### src/mcd_pkg.sv
// ----------------------------------------------------------------------------
// mcd_pkg
// Types and constants shared by the match/copy decoder modules.
// ----------------------------------------------------------------------------
package mcd_pkg;

  localparam int LEN_W  = 6;
  localparam int DIST_W = 7;
  localparam int SYM_W  = 8;

  typedef struct packed {
    logic [LEN_W-1:0]  match_length;
    logic [DIST_W-1:0] match_distance;
    logic [SYM_W-1:0]  raw_symbol;
  } mcd_in_t;

  typedef struct packed {
    logic [SYM_W-1:0] symbol;
    logic             last_of_run;
    logic             distance_error;
  } mcd_out_t;

  typedef enum logic {
    MCD_IDLE,
    MCD_COPY
  } mcd_state_e;

  // controls from the sequencer to the history cells
  typedef struct packed {
    logic shift_en;
    logic sel_load;
    logic copy_busy;
  } mcd_chain_ctrl_t;

endpackage

### src/mcd_cell.sv
// ----------------------------------------------------------------------------
// mcd_cell
// One history slot: holds a symbol, passes it to the next slot on a shift and
// drives it onto the tap bus when its slot is the copy source.
// ----------------------------------------------------------------------------
module mcd_cell #(
  parameter int SYMBOL_BITS = 8,
  parameter int CELL_INDEX  = 0
) (
  input  logic                             clk_i,
  input  logic                             rst_ni,
  input  mcd_pkg::mcd_chain_ctrl_t         ctrl_i,
  input  logic [mcd_pkg::DIST_W-1:0]       dist_m1_i,
  input  logic [SYMBOL_BITS-1:0]           sym_i,
  output logic [SYMBOL_BITS-1:0]           sym_o,
  output logic [SYMBOL_BITS-1:0]           tap_o,
  output logic                             sel_o
);
  import mcd_pkg::*;

  logic [SYMBOL_BITS-1:0] sym_q;
  logic                   sel_q;
  logic                   hit;

  assign hit = (32'(dist_m1_i) == 32'(CELL_INDEX));

  always_ff @(posedge clk_i) begin
    if (ctrl_i.shift_en) begin
      sym_q <= sym_i;
    end
  end

  always_ff @(posedge clk_i or negedge rst_ni) begin
    if (!rst_ni) begin
      sel_q <= 1'b0;
    end else if (ctrl_i.sel_load) begin
      sel_q <= hit;
    end
  end

  assign sym_o = sym_q;
  assign tap_o = sym_q & {SYMBOL_BITS{sel_q}};
  assign sel_o = sel_q;

endmodule

### src/mcd_ctrl.sv
// ----------------------------------------------------------------------------
// mcd_ctrl
// Token sequencer: decodes literals and matches, checks the distance against
// the produced count, steps a copy one symbol per beat and holds the output.
// ----------------------------------------------------------------------------
module mcd_ctrl #(
  parameter int HISTORY_DEPTH = 64,
  parameter int SYMBOL_BITS   = 8
) (
  input  logic                       clk_i,
  input  logic                       rst_ni,
  input  logic                       in_valid_i,
  output logic                       in_ready_o,
  input  mcd_pkg::mcd_in_t           in_data_i,
  output logic                       out_valid_o,
  input  logic                       out_ready_i,
  output mcd_pkg::mcd_out_t          out_data_o,
  input  logic [SYMBOL_BITS-1:0]     tap_sym_i,
  output logic [SYMBOL_BITS-1:0]     head_sym_o,
  output logic [mcd_pkg::DIST_W-1:0] dist_m1_o,
  output mcd_pkg::mcd_chain_ctrl_t   chain_ctrl_o
);
  import mcd_pkg::*;

  localparam int CNT_W = $clog2(HISTORY_DEPTH + 1);
  localparam int CMP_W = (CNT_W > DIST_W) ? CNT_W : DIST_W;
  localparam logic [CNT_W-1:0] CNT_MAX = CNT_W'(HISTORY_DEPTH);

  mcd_state_e         state_q, state_d;
  logic [LEN_W-1:0]   rem_q, rem_d;
  logic [CNT_W-1:0]   count_q, count_d;
  logic               out_valid_q, out_valid_d;
  mcd_out_t           out_q, out_d;

  logic               out_free;
  logic               accept;
  logic               dist_bad;
  logic [SYMBOL_BITS-1:0] raw_sym;

  assign out_free = !out_valid_q || out_ready_i;
  assign raw_sym  = SYMBOL_BITS'(in_data_i.raw_symbol);
  assign dist_bad = (in_data_i.match_distance == '0) ||
                    (CMP_W'(in_data_i.match_distance) > CMP_W'(count_q));
  assign dist_m1_o = in_data_i.match_distance - DIST_W'(1);
  assign accept    = in_valid_i && in_ready_o;

  always_comb begin
    state_d     = state_q;
    rem_d       = rem_q;
    count_d     = count_q;
    out_valid_d = out_valid_q && !out_ready_i;
    out_d       = out_q;
    head_sym_o  = tap_sym_i;
    in_ready_o  = 1'b0;
    chain_ctrl_o.shift_en  = 1'b0;
    chain_ctrl_o.sel_load  = 1'b0;
    chain_ctrl_o.copy_busy = (state_q == MCD_COPY);

    unique case (state_q)
      MCD_IDLE: begin
        in_ready_o = out_free;
        if (accept) begin
          out_valid_d = 1'b1;
          if (in_data_i.match_length == '0) begin
            out_d.symbol         = SYM_W'(raw_sym);
            out_d.last_of_run    = 1'b1;
            out_d.distance_error = 1'b0;
            head_sym_o           = raw_sym;
            chain_ctrl_o.shift_en = 1'b1;
            if (count_q != CNT_MAX) begin
              count_d = count_q + CNT_W'(1);
            end
          end else if (dist_bad) begin
            out_d.symbol         = '0;
            out_d.last_of_run    = 1'b1;
            out_d.distance_error = 1'b1;
          end else begin
            // enter the copy state, nothing to show yet
            out_valid_d           = out_valid_q && !out_ready_i;
            chain_ctrl_o.sel_load = 1'b1;
            rem_d                 = in_data_i.match_length;
            state_d               = MCD_COPY;
          end
        end
      end
      MCD_COPY: begin
        if (out_free) begin
          out_valid_d          = 1'b1;
          out_d.symbol         = SYM_W'(tap_sym_i);
          out_d.last_of_run    = (rem_q == LEN_W'(1));
          out_d.distance_error = 1'b0;
          chain_ctrl_o.shift_en = 1'b1;
          if (count_q != CNT_MAX) begin
            count_d = count_q + CNT_W'(1);
          end
          rem_d = rem_q - LEN_W'(1);
          if (rem_q == LEN_W'(1)) begin
            state_d = MCD_IDLE;
          end
        end
      end
      default: begin
        state_d = MCD_IDLE;
      end
    endcase
  end

  always_ff @(posedge clk_i or negedge rst_ni) begin
    if (!rst_ni) begin
      state_q     <= MCD_IDLE;
      rem_q       <= '0;
      count_q     <= '0;
      out_valid_q <= 1'b0;
    end else begin
      state_q     <= state_d;
      rem_q       <= rem_d;
      count_q     <= count_d;
      out_valid_q <= out_valid_d;
    end
  end

  always_ff @(posedge clk_i) begin
    out_q <= out_d;
  end

  assign out_valid_o = out_valid_q;
  assign out_data_o  = out_q;

endmodule

### src/match_copy_decoder_unit.sv
// ----------------------------------------------------------------------------
// match_copy_decoder_unit
// Match/copy token decoder built on a shifting row of history cells.
// ----------------------------------------------------------------------------
// output: a literal or a distance error is registered into the output on the
//   edge it is taken; a match first selects its source cell and enters the copy
//   state, then registers each copied symbol into the output; the input is
//   not ready during a copy, which gives one symbol per cycle while the output is not stalled
// reset: sequencer idle, produced count zero, output empty; history contents
//   are not cleared
module match_copy_decoder_unit #(
  parameter int HISTORY_DEPTH = 64,
  parameter int SYMBOL_BITS   = 8
) (
  input  logic              clk_i,
  input  logic              rst_ni,
  input  logic              in_valid_i,
  output logic              in_ready_o,
  input  mcd_pkg::mcd_in_t  in_data_i,
  output logic              out_valid_o,
  input  logic              out_ready_i,
  output mcd_pkg::mcd_out_t out_data_o
);
  import mcd_pkg::*;

  mcd_chain_ctrl_t        chain_ctrl;
  logic [DIST_W-1:0]      dist_m1;
  logic [SYMBOL_BITS-1:0] head_sym;
  logic [SYMBOL_BITS-1:0] tap_sym;
  logic [SYMBOL_BITS-1:0] cell_sym [HISTORY_DEPTH];
  logic [SYMBOL_BITS-1:0] cell_tap [HISTORY_DEPTH];
  logic [HISTORY_DEPTH-1:0] cell_sel;

  mcd_ctrl #(
    .HISTORY_DEPTH (HISTORY_DEPTH),
    .SYMBOL_BITS   (SYMBOL_BITS)
  ) u_ctrl (
    .clk_i        (clk_i),
    .rst_ni       (rst_ni),
    .in_valid_i   (in_valid_i),
    .in_ready_o   (in_ready_o),
    .in_data_i    (in_data_i),
    .out_valid_o  (out_valid_o),
    .out_ready_i  (out_ready_i),
    .out_data_o   (out_data_o),
    .tap_sym_i    (tap_sym),
    .head_sym_o   (head_sym),
    .dist_m1_o    (dist_m1),
    .chain_ctrl_o (chain_ctrl)
  );

  for (genvar i = 0; i < HISTORY_DEPTH; i++) begin : g_cell
    logic [SYMBOL_BITS-1:0] sym_in;
    if (i == 0) begin : g_head
      assign sym_in = head_sym;
    end else begin : g_body
      assign sym_in = cell_sym[i-1];
    end
    mcd_cell #(
      .SYMBOL_BITS (SYMBOL_BITS),
      .CELL_INDEX  (i)
    ) u_cell (
      .clk_i     (clk_i),
      .rst_ni    (rst_ni),
      .ctrl_i    (chain_ctrl),
      .dist_m1_i (dist_m1),
      .sym_i     (sym_in),
      .sym_o     (cell_sym[i]),
      .tap_o     (cell_tap[i]),
      .sel_o     (cell_sel[i])
    );
  end

  // only the source cell drives a nonzero tap
  always_comb begin
    tap_sym = '0;
    for (int i = 0; i < HISTORY_DEPTH; i++) begin
      tap_sym = tap_sym | cell_tap[i];
    end
  end

  a_busy_blocks_input : assert property (@(posedge clk_i) disable iff (!rst_ni)
    chain_ctrl.copy_busy |-> !in_ready_o)
    else $error("input taken during a copy");

  a_one_source : assert property (@(posedge clk_i) disable iff (!rst_ni)
    chain_ctrl.copy_busy |-> $onehot(cell_sel))
    else $error("copy source is not a single cell");

  a_error_beat : assert property (@(posedge clk_i) disable iff (!rst_ni)
    out_valid_o && out_data_o.distance_error |->
      out_data_o.last_of_run && (out_data_o.symbol == '0))
    else $error("error beat carries data or is not last");

  a_load_then_copy : assert property (@(posedge clk_i) disable iff (!rst_ni)
    chain_ctrl.sel_load |=> chain_ctrl.copy_busy)
    else $error("source selected without a copy");

endmodule
### config.mk
export PLATFORM = sky130hd
export DESIGN_NAME = match_copy_decoder_unit
export DESIGN_NICKNAME = d
export VERILOG_FILES = /design/src/mcd_pkg.sv /design/src/mcd_cell.sv /design/src/mcd_ctrl.sv /design/src/match_copy_decoder_unit.sv
export SDC_FILE = /design/constraint.sdc
export NUM_CORES = 1
export LEC_CHECK = 0
export ABC_CLOCK_PERIOD_IN_PS = 13200
export CAP_MARGIN = 20
export CORE_AREA = 5 5 267 165
export CTS_CLUSTER_SIZE = 20
export DETAILED_ROUTE_END_ITERATION = 10
export DIE_AREA = 0 0 272 170
export DONT_BUFFER_PORTS = 1
export GPL_TIMING_DRIVEN = 1
export PLACE_DENSITY = 0.72
export SYNTH_ARGS = -nofsm -noshare
export SYNTH_HDL_FRONTEND = slang
export SYNTH_SLANG_ARGS = --single-unit
export TNS_END_PERCENT = 100
### constraint.sdc
create_clock -name clk_i -period 13.2 [get_ports clk_i]
set_input_delay 2.64 -clock clk_i [delete_from_list [all_inputs] [get_ports clk_i]]
set_output_delay 2.64 -clock clk_i [all_outputs]
set_load 0.01 [all_outputs]
Word level (Yosys, flattened, before mapping)
Cells that the tools add are included.
- register bits: 601
- input bits: 25
- add/sub/neg operators: 3
- muxes and demuxes: 35
- bitwise gates (word level): 128
- equal/unequal tests: 71
- order comparisons: 1
- reduce and logical (&&, ||, !) cells: 12
- operators by type and width (cell ; number):
    AND 8 bit ; 64
    OR 8 bit ; 63
    == test 7 x 6 -> 1 bit (second input constant) ; 32
    == test 7 x 5 -> 1 bit (second input constant) ; 16
    == test 7 x 4 -> 1 bit (second input constant) ; 8
    2-to-1 mux 10 bit ; 4
    == test 7 x 3 -> 1 bit (second input constant) ; 4
    2-to-1 mux 7 bit ; 4
    2-to-1 mux 6 bit ; 4
    2-to-1 mux 8 bit ; 3
    case mux 10 bit (2 select lines) ; 1
    == test 7 x 2 -> 1 bit (second input constant) ; 2
    zero test 7 bit ; 2
    case mux 7 bit (2 select lines) ; 1
    2-to-1 mux 1 bit ; 13
    case mux 6 bit (2 select lines) ; 1
    adder 7 x 1 -> 7 bit (second input constant) ; 1
    == test 7 x 1 -> 1 bit (second input constant) ; 1
    > comparator 7 bit ; 1
    != test 7 bit (second input constant) ; 1
    subtractor 7 x 1 -> 7 bit (second input constant) ; 1
    == test 6 x 1 -> 1 bit (second input constant) ; 1
    zero test 6 bit ; 1
    != test 2 bit (second input constant) ; 3
    11 further kinds ; 18

Logic depth before layout (Yosys ltp)
- word-level depth: 67
- mapped depth: 10

By module
Synthesis repeated with hierarchy kept, for this count alone.
- cells, all modules: 1687
- area total of the unflattened synthesis: 25380.6 um^2
- by module, submodules not included (module ; area each (um^2) ; times used ; seq. area each (um^2) ; cells each):
    mcd_cell at g_cell[10].u_cell ... ; 350.3 ; 19 ; 265.3 ; 21
    mcd_cell at g_cell[0].u_cell ... ; 347.8 ; 19 ; 265.3 ; 21
    mcd_cell at g_cell[23].u_cell ... ; 361.6 ; 13 ; 265.3 ; 21
    mcd_cell at g_cell[31].u_cell ... ; 359.1 ; 6 ; 265.3 ; 21
    mcd_ctrl ; 1695.4 ; 1 ; 675.6 ; 175
    match_copy_decoder_unit ; 1111.1 ; 1 ; 0.0 ; 168
    mcd_cell at g_cell[28].u_cell ... ; 352.8 ; 2 ; 265.3 ; 21
    mcd_cell at g_cell[12].u_cell ... ; 351.6 ; 2 ; 265.3 ; 21
    mcd_cell at g_cell[52].u_cell ... ; 344.1 ; 2 ; 265.3 ; 21
    mcd_cell at g_cell[63].u_cell ; 356.6 ; 1 ; 265.3 ; 21

Worst setup path after synthesis
OpenSTA, ideal clock, no wires.
- path kind: input port to flip-flop
- start point: input in_data_i[17] in the netlist's numbering
- end point: register g_cell[0].u_cell.sym_q[0] (enable)
- data arrival time: 15.864 ns
- path slack: -3.635 ns
- setup time: 0.971 ns
- cell stages on the path: 6
- data required time: 12.229 ns
- path through: nor2_1 and3_1 clkbuf_1 and2_1 clkbuf_1 nand2b_1
- RTL lines (what ; RTL line ; source):
    from (decl) ; match_copy_decoder_unit.sv:19 ; input mcd_pkg::mcd_in_t in_data_i,
    to (signal assigned) ; mcd_cell.sv:29 ; sym_q <= sym_i;
    to (decl) ; mcd_cell.sv:21 ; logic [SYMBOL_BITS-1:0] sym_q;

==> results.md <==
- Multi-input logic area: 4290 sq um
- Util after Layout: 59.0%
- Area share of xor/xnor cells in the synthesized design: less than 1%
- Synth warn: 0
- Final Cycle Share: 50.0%
- Crit path DAT: 6.81 ns
- RSZ-0062 raised after global routing: false
- Initial antenna violation count: 2
- CP Launch Type: input pin
- Crit path buf inv count: 2
- Worst min path class: reg2reg
- Residual DRC: 0
- Fill count: 2950
- Top Ports: 37
- CTS clk-pin slew, worst paths: 0.06 ns
- H-tree depth: 2
- Setup TNS Final: 0 ns
- Ys flop type: edfxtp_1
- Max-slew violations: 0
- Global-route wire length before repair: 94.2 mm
- Clk sink count: between 600 and 700
- Worst path required time: about 13 ns
- DR WL/cell: 37.1 microns
- Root buffer cell: clkbuf_16
- Outcome: completed
- Hold Slack: 0.430 ns
- Cells after synthesis: 1285
- Hold Fails Final Rpt: 0
- Pint: 3.72 mW
- Peak VDD IR: a little under 200 uV
- ANT cells: 0
- Clk pwr share: 28.6%
- CP Cell Sequence: nor2_1 -> and3_1 -> and2_1 -> nand2b_4 -> buf_12 -> buf_4
- Tightest Pin Transition: about 1.2 ns
- Yosys cell types: 47
- PwrDens: 212 nW/um^2
- Post-synthesis mux area share: 0.403%
- Total core area: 41300 sq um
- Max Clock Freq: 151 MHz
- Number of enable flip-flop cells after synthesis: 522
- Placement Setup Slack: between 6 and 7 ns
- CP endpoint kind: register
- Net switching component of the power: 1.45 mW
- Largest net degree at the start of global routing: 197
- DR vias/cell: about 7.3
- Post-route ant nets: 0
- Final setup vio count: 0
- Gr ovfl total: 0
- Max Cap Viol: 0
- CTS tree: done
- Switching Fraction: 28.0%
- Initial Util: 54.1%
- Post-synthesis simple-gate area fraction: 4.37%
- Skew-Pair Late Insertion Delay: 0.59 ns
- Slowest cell on crit path: nand2b_4
- Clk buf depth: 3
- Post-synthesis sequential area ratio: 79.0%
- Sequential share of power: approximately three fifths
- Via count: 13474
- Die Width: 272 microns
- Vias in the first global route: 12417
- Critical path class: in2reg
- Post CTS Setup Buffer Count: 0
- Largest family of logic cells by synthesized area: compound AO/OA/AOI/OAI gates
- DIE HEIGHT: ~170 microns
- Worst Path Max Fanout: 196
- DPL Wire Length: between 40 and 50 mm
- Layout cell share with drive strength beyond 1: 7.86%
- Pleak: 7.87 nW
- Port Buffers: 0
- Clock Skew: between 0.03 and 0.04 ns
- Compound-gate portion of the synthesized area: 13.5%
- Relative slew slack: 22.5%
- Ys async rst share: 13.1%
- Die ar.: roughly 46000 sq um
- Setup ws final: 6.60 ns
- Area of the mapped netlist: around 22000 sq um
- Gpl congestion: 0.990
- Total power: approximately 5.2 mW
- Delay-heaviest family, CP: simple AND/OR/NAND/NOR gates
- Row Count: 58
- First-pass DRT Iterations: 7
- Adder-Cell Fraction of Synth Area: 0.616%
- Total GRT Usage: 29.2%
- CTS buffer count: 50
- Tmin final: 6.60 ns
- Cts hold-fix bufs: 0
- Register area: 17700 sq um
- Initial DRC Count: ~2700
- Combinational fraction of design power: 10.3%
- Worst stage delay on the critical path: 0.94 ns
- Mean Syn Cell Area: roughly 17 sq um
- Mapped Nets: approximately 1300
- Flops & latches, synth: 601
- Post-cts sizing count: 0
- Fin nets: 1293
- Commonest non-fill, non-tap cell in the layout: edfxtp_1
- Routed WL: 68.2 mm
- Commonest non-fill, non-tap cells in the layout: edfxtp_1 (522), a22o_1 (128), a221oi_1 (128)
- Area grow syn2layout: 8.96%
per-layer routing:
metal / vias to the layer above / share of wire [%] / GRT usage [%]
li1: 5271 / - / -
met1: 6656 / 37 / 42.1
met2: 1341 / 37 / 35.6
met3: 202 / 22 / 19.0
met4: 4 / 3.8 / 9.08
met5: - / 0.037 / 0
area by class of cell:
cell class / instances / area share, %
flip-flops and latches: 601 / 72.5
multi-input cells: 581 / 17.6
clock buffers: 66 / 5.59
well taps: 540 / 2.77
clock inverters: 26 / 0.909
repair buffers: 11 / 0.442
inverters: 12 / 0.185
flip-flops by register name, summed over array words and instances (netlist names):
signal,cells
g_cell.u_cell.sel_o,64
u_ctrl.out_valid_o,1
u_ctrl.out_data_o,10
u_ctrl.count_q,7
g_cell.u_cell.sym_o,512
u_ctrl.state_q,1
u_ctrl.rem_q,6
final timing paths:
| kind | start | end | slack [ns] | depth (start not counted) |
|---|---|---|---|---|
| min in group asynchronous | rst_ni | g_cell[4].u_cell.sel_o$_DFFE_PN0P_ | 1.75 | 0 |
| setup / recovery | in_data_i[17] | g_cell[8].u_cell.sym_o[4]$_DFFE_PP_ | 6.60 | 6 |
| hold reg to reg | g_cell[32].u_cell.sym_o[0]$_DFFE_PP_ | g_cell[33].u_cell.sym_o[0]$_DFFE_PP_ | 0.43 | 0 |
| setup reg to reg | u_ctrl.state_q$_DFF_PN0_ | g_cell[8].u_cell.sym_o[4]$_DFFE_PP_ | 8.10 | 6 |
| max in group asynchronous | rst_ni | g_cell[38].u_cell.sel_o$_DFFE_PN0P_ | 11.31 | 0 |
| hold / removal | g_cell[32].u_cell.sym_o[0]$_DFFE_PP_ | g_cell[33].u_cell.sym_o[0]$_DFFE_PP_ | 0.43 | 0 |
per-stage QoR:
| stage | cell area, sq um | std cells |
|---|---|---|
| final | 24400 | 1837 |
| after global routing | 24400 | 1837 |
| after CTS | 24300 | 1836 |
| after detailed placement | 22800 | 1744 |
| after global placement | 22800 | 1744 |
| after floorplan | 22400 | 1285 |
synth_stat cells (2+ instances only):
cell      instances  share of area [%]
a22o_1          128                5.0
nand3b_1          3               0.10
and3_1            4               0.11
or3b_1            2              0.078
clkbuf_2          2              0.045
xnor2_1           7               0.27
mux2_2            8               0.40
nor3b_1           2              0.067
dfrtp_1          79                8.8
o31ai_1          54                1.8
buf_6             3               0.15
buf_2            12               0.27
nor2_1           11               0.18
or4_1             8               0.27
clkbuf_1         72                1.2
nor2b_1           5               0.14
nand2b_1          2              0.056
ha_1             11               0.62
nand3_1          14               0.31
a221oi_1        128                5.0
o221a_1           2               0.10
edfxtp_1        522                 70
o21ai_0          19               0.43
o31ai_2          10               0.56
inv_1            12               0.20
nand4_1          35               0.98
nor3_1            4              0.090
nand2_1         103                1.7
a21oi_1           5               0.11
cell families (layout without fill, tap and decap cells):
kind of cell	count (synthesis)	count (layout)
xor+xnor	7	7
compound gates	356	356
simple gates	199	199
fa+ha+maj	11	11
mux	8	8
flops	601	601
buf+inv	103	115
power by group through the flow:
stage | clock network, mW | logic, mW | registers, mW
after floorplan | 0 | 0.389 | 3.13
after global placement | 0 | 0.507 | 3.15
after detailed placement | 0 | 0.521 | 3.17
after CTS | 1.48 | 0.521 | 3.14
after global routing | 1.57 | 0.570 | 3.19
final | 1.48 | 0.533 | 3.16
No activity file was read; power rests on OpenSTA's default activity.
